--- config.mk ---
export PLATFORM = sky130hd
export DESIGN_NAME = cdms_queue
export DESIGN_NICKNAME = d
export VERILOG_FILES = /design/src/design/cdms_pkg.sv /design/src/design/cdms_queue.sv
export SDC_FILE = /design/constraint.sdc
export NUM_CORES = 1
export LEC_CHECK = 0
export ABC_CLOCK_PERIOD_IN_PS = 5900
export BUFFER_PORTS_ARGS = -buffer_cell sky130_fd_sc_hd__buf_2
export CAP_MARGIN = 20
export CELL_PAD_IN_SITES_DETAIL_PLACEMENT = 1
export CELL_PAD_IN_SITES_GLOBAL_PLACEMENT = 2
export CORE_MARGIN = 2
export CORE_UTILIZATION = 41
export CTS_CLUSTER_DIAMETER = 30
export DETAILED_ROUTE_END_ITERATION = 16
export PLACE_DENSITY_LB_ADDON = 0.1
export REMOVE_ABC_BUFFERS = 1
export SLEW_MARGIN = 10
export SYNTH_ARGS = -nofsm -noshare
export SYNTH_HDL_FRONTEND = slang
export SYNTH_SLANG_ARGS = --single-unit
--- constraint.sdc ---
create_clock -name clk -period 5.9 [get_ports clk]
set_clock_uncertainty 0.2 [all_clocks]
set_input_delay 1.18 -clock clk [delete_from_list [all_inputs] [get_ports clk]]
set_output_delay 1.18 -clock clk [all_outputs]
set_load 0.1 [all_outputs]
--- src/design/cdms_pkg.sv ---
package cdms_pkg;

	localparam int MOMENTUM_BITS = 24;
	localparam int START_W       = 17;
	localparam int INC_W         = 16;
	localparam int COUNT_REG_W   = 6;
	localparam int CFG_IDX_W     = 2;
	localparam int STEP_W        = 5;
	localparam int MASS_W        = 24;

	localparam logic [CFG_IDX_W-1:0] CFG_SCALE_START     = 2'd0;
	localparam logic [CFG_IDX_W-1:0] CFG_SCALE_INCREMENT = 2'd1;
	localparam logic [CFG_IDX_W-1:0] CFG_SCALE_COUNT     = 2'd2;

	localparam logic [START_W-1:0]     RST_SCALE_START     = 17'd49152;
	localparam logic [INC_W-1:0]       RST_SCALE_INCREMENT = 16'd1638;
	localparam logic [COUNT_REG_W-1:0] RST_SCALE_COUNT     = 6'd20;

	localparam int DEF_MAX_SCALE_STEPS = 32;
	localparam int SCALE_W  = 23;
	localparam int PROD_W   = 2 * MOMENTUM_BITS;
	localparam int DIFF_W   = PROD_W + 1;
	localparam int Q_W      = PROD_W + 1;
	localparam int V_W      = PROD_W + 16;
	localparam int U_W      = PROD_W + SCALE_W + 1;
	localparam int NUM_W    = Q_W + 2 * U_W + 21;
	localparam int DEN_W    = 2 * PROD_W + 20 + 32;
	localparam int QUO_W    = 48;
	localparam int DSH_W    = DEN_W + QUO_W - 1;
	localparam int QDEPTH   = 4;
	localparam int DEN_SCALE = 1000000;
	localparam logic [MASS_W-1:0] MASS_SAT = {MASS_W{1'b1}};

	typedef struct packed {
		logic signed [MOMENTUM_BITS-1:0] miss_x;
		logic signed [MOMENTUM_BITS-1:0] miss_y;
		logic signed [MOMENTUM_BITS-1:0] lep_px;
		logic signed [MOMENTUM_BITS-1:0] lep_py;
		logic signed [MOMENTUM_BITS-1:0] lep_pz;
		logic        [MOMENTUM_BITS-1:0] lep_p;
		logic signed [MOMENTUM_BITS-1:0] jet_px;
		logic signed [MOMENTUM_BITS-1:0] jet_py;
		logic signed [MOMENTUM_BITS-1:0] jet_pz;
		logic        [MOMENTUM_BITS-1:0] jet_p;
	} in_item_t;

	typedef struct packed {
		logic [STEP_W-1:0] step_index;
		logic [MASS_W-1:0] mass_gev;
		logic              mass_valid;
		logic              last_step;
	} out_item_t;

	typedef struct packed {
		logic [PROD_W-1:0] abs_d;
		logic [PROD_W-1:0] abs_n1;
		logic [PROD_W-1:0] abs_n2;
		logic [Q_W-1:0]    qv;
		logic              base_ok;
		logic              q_pos;
	} work_item_t;

	typedef enum logic [3:0] {
		B_IDLE,
		B_DSQ,
		B_DMIL,
		B_STEP,
		B_U1,
		B_U2,
		B_PMUL,
		B_NMUL,
		B_DIV,
		B_ROOT,
		B_EMIT
	} back_state_t;

endpackage

--- src/design/cdms_queue.sv ---
module cdms_queue (
	input  logic                 clk,
	input  logic                 arst_n,
	input  logic                 push,
	input  cdms_pkg::work_item_t push_data,
	output logic                 full,
	input  logic                 pop,
	output cdms_pkg::work_item_t pop_data,
	output logic                 empty
);
	import cdms_pkg::*;

	localparam int AW = $clog2(QDEPTH);

	work_item_t      entries_q [QDEPTH];
	logic [AW-1:0]   wr_ptr_q, rd_ptr_q;
	logic [AW:0]     cnt_q;

	assign full     = cnt_q == (AW+1)'(QDEPTH);
	assign empty    = cnt_q == '0;
	assign pop_data = entries_q[rd_ptr_q];

	always_ff @(posedge clk or negedge arst_n) begin
		if (!arst_n) begin
			wr_ptr_q <= '0;
			rd_ptr_q <= '0;
			cnt_q    <= '0;
		end else begin
			if (push) wr_ptr_q <= wr_ptr_q + 1'b1;
			if (pop)  rd_ptr_q <= rd_ptr_q + 1'b1;
			if (push && !pop)      cnt_q <= cnt_q + 1'b1;
			else if (pop && !push) cnt_q <= cnt_q - 1'b1;
		end
	end

	always_ff @(posedge clk) begin
		if (push) entries_q[wr_ptr_q] <= push_data;
	end

`ifndef SYNTHESIS
	a_no_overflow: assert property (@(posedge clk) disable iff (!arst_n) push |-> !full)
		else $error("queue push while full");
	a_no_underflow: assert property (@(posedge clk) disable iff (!arst_n) pop |-> !empty)
		else $error("queue pop while empty");
	a_cnt_range: assert property (@(posedge clk) disable iff (!arst_n)
		cnt_q <= (AW+1)'(QDEPTH))
		else $error("queue count out of range");
`endif

endmodule

==> metrics.log <==
[metrics] result of the run: finished, final reports clean
[metrics] DPL Wire Length: 37800 microns
[metrics] vias in the first global route: 14.5k
[metrics] part of the Yosys area used for sequential elements: 0.827
[metrics] required time reported for the critical path endpoint: 4.52 ns
[metrics] max-capacitance violation count: 0
[metrics] CTS buffer count: 160
[metrics] Min-Delay Path Class: in -> async
[metrics] floorplan die area: 71700 sq um
[metrics] router iterations before antenna repair: 4
[metrics] Post-Synthesis Cells: 1053
[metrics] number of hold buffers added after CTS: 0
[metrics] Die Y-Extent: 268 microns
[metrics] data arrival time of the critical path: 3.10 ns
[metrics] share of final-layout standard cells stronger than drive strength 1: 0.498
[metrics] drt wl/cell: 24.1 microns
[metrics] total global routing overflow: 0
[metrics] CP Cell Sequence: buf_12 > mux4_2 > buf_2
[metrics] Slew Viols, Final: 0
[metrics] Layout area overhead: 29.3%
[metrics] horizontal die dimension: 268 microns
[metrics] Worst path slowest cell: dfrtp_4
[metrics] Placer Congestion: 0.715
[metrics] unrepaired setup endpoints after global routing: false
[metrics] aggregate global-route resource usage: 0.180
[metrics] global-route wire length before repair: 93800 microns
[metrics] Port Buf Inserts: 395
[metrics] maximum number of pins on one net before global-route repair: 95
[metrics] flip-flop and latch count after synthesis: 787
[metrics] TritonCTS clock tree: yes
[metrics] number of placement rows: 96
[metrics] drt initial violations: 680
[metrics] class of the most critical setup path: reg -> out
[metrics] highest achievable clock rate: 223 MHz
[metrics] net count of the finished layout: 1796
[metrics] clk sinks: 787
[metrics] worst-margin pin slew: 1.03 ns
[metrics] distinct cell type count of the synthesized netlist: 18
[metrics] Worst slew margin: 0.313
[metrics] core box area: 68700 sq um
[metrics] Yosys warning count: 0
[metrics] Final ANT Viol Nets: 0
[metrics] latest clock arrival within the worst-skew pair: 0.69 ns
[metrics] Post-CTS Setup Bufs: 0
[metrics] Fin. Hold Viols: 0
[metrics] detail-routed via count per cell: 4.97
[metrics] Final Hold Slack: 0.137 ns
[metrics] Routed Wire Length: 63900 microns
[metrics] buffers from clock root to sink, at most: 3
[metrics] number of remaining DRC errors: 0
[metrics] Initial Util: 0.415
[metrics] Clock Root Buffer: clkbuf_16
[metrics] synthesized area per cell: 27.1 sq um
[metrics] number of setup violations in the final report: 0
[metrics] post-cts gate resize count: 0
[metrics] gate family responsible for the most delay along the worst path: buffers and inverters
[metrics] final critical-path share of the clock period: 0.760
[metrics] number of antenna violations at the first check in global routing: 21
[metrics] capturing element type of the critical path: primary output
[metrics] number of buffers and inverters on the critical path: 2
[metrics] Top Ports: 396
[metrics] clk slew on worst S/H paths: 0.04 ns
[metrics] kind of start point of the critical path: flop
[metrics] post-synth design cell area: 28500 sq um
[metrics] number of vias in the routed layout: 13.2k
[metrics] worst stage delay on the critical path: 0.79 ns
[metrics] H-Tree Level Count: 4
[metrics] post-layout min period: 4.48 ns
[metrics] largest fanout on the critical path: 76
==> cells by family (layout without fill, tap and decap cells) <==
logic type / Yosys count / after routing / share of synthesized area
flip-flops: 787 / 787 / 0.827
multiplexers: 196 / 196 / 0.154
buffers and inverters: 48 / 713 / 0.0115
AND/OR/NAND/NOR: 9 / 9 / 0.00171
adder cells (fa/ha/maj): 6 / 6 / 0.00290
XOR/XNOR: 6 / 6 / 0.00184
AO/OA/AOI/OAI: 1 / 1 / 0.000175
other: 0 / 6 / 0
==> metrics by stage <==
stage,util,worst slack [ns],instances,cell area [sq um],TNS [ns]
6_report,0.537,1.42,2655,36900,0
5_1_grt,0.537,1.17,2652,36900,0
4_1_cts,0.537,1.25,2649,36900,0
3_5_place_dp,0.461,2.01,2360,31700,0
3_3_place_gp,0.461,2.02,2360,31700,0
2_1_floorplan,-,-4.17,1009,28200,-1179.58
==> path summary, 6_finish.rpt <==
check	start	endpoint	slack [ns]	cells past startpoint
worst max register to register	wr_ptr_q[0]$_DFFE_PN0P_	entries_q[2][104]$_DFFE_PP_	3.30	4
worst min-delay path	arst_n	cnt_q[1]$_DFFE_PN0P_	0.14	1
worst min register to register	cnt_q[2]$_DFFE_PN0P_	cnt_q[2]$_DFFE_PN0P_	0.30	1
worst max-delay path	rd_ptr_q[0]$_DFFE_PN0P_	pop_data[103]	1.42	3
min in group clk	cnt_q[2]$_DFFE_PN0P_	cnt_q[2]$_DFFE_PN0P_	0.30	1
max in group asynchronous	arst_n	rd_ptr_q[1]$_DFFE_PN0P_	5.16	1
==> layout by cell type, fill, tap and decap left out, types with 5 or more instances in the layout <==
cell and n:
edfxtp_1 780, buf_2 395, mux4_2 195, clkbuf_16 164, clkinv_1 33, clkinv_2 28, clkbuf_1 22, bufinv_16 17
buf_4 17, clkinvlp_4 11, buf_12 8, diode_2 6, inv_6 6, ha_1 5, dfrtp_1 5
==> per-layer routing <==
layer / up-vias / GRT usage / part of all wire
met5: - / 0 / 0.0029
li1: 5742 / - / -
met3: 133 / 0.0714 / 0.080
met1: 6927 / 0.214 / 0.38
met2: 357 / 0.297 / 0.51
met4: 30 / 0.0685 / 0.022
==> registers in the layout, summed over array words and instances (netlist names) <==
name / flops
rd_ptr_q: 2
wr_ptr_q: 2
cnt_q: 3
entries_q: 780
==> layout make-up <==
type	instances	area, sq um
Timing Repair Buffer	420	2260
Clock inverter	103	1030
Tap cell	931	1160
Antenna cell	6	15.0
Fill cell	5978	31800
Sequential cell	787	23600
Multi-Input combinational cell	218	4600
Inverter	4	15.0
Clock buffer	186	4190
==> synthesized netlist by cell type <==
cell | count | share of area
edfxtp_1 | 780 | 0.82
mux4_2 | 195 | 0.15
buf_2 | 22 | 0.0039
buf_6 | 16 | 0.0063
dfrtp_1 | 7 | 0.0061
clkbuf_1 | 6 | 0.00079
ha_1 | 5 | 0.0022
and2_1 | 4 | 0.00088
inv_1 | 4 | 0.00053
xor2_1 | 4 | 0.0012
nand2_1 | 2 | 0.00026
xnor2_1 | 2 | 0.00061
fa_1 | 1 | 0.00070
mux2_2 | 1 | 0.00039
nor2_1 | 1 | 0.00013
nor3_1 | 1 | 0.00018
nor3b_1 | 1 | 0.00026
o21ai_0 | 1 | 0.00018
Power is left out: the tool's default activity adds up to more than one toggle a clock period on the data nets, which glitch-free logic cannot reach.
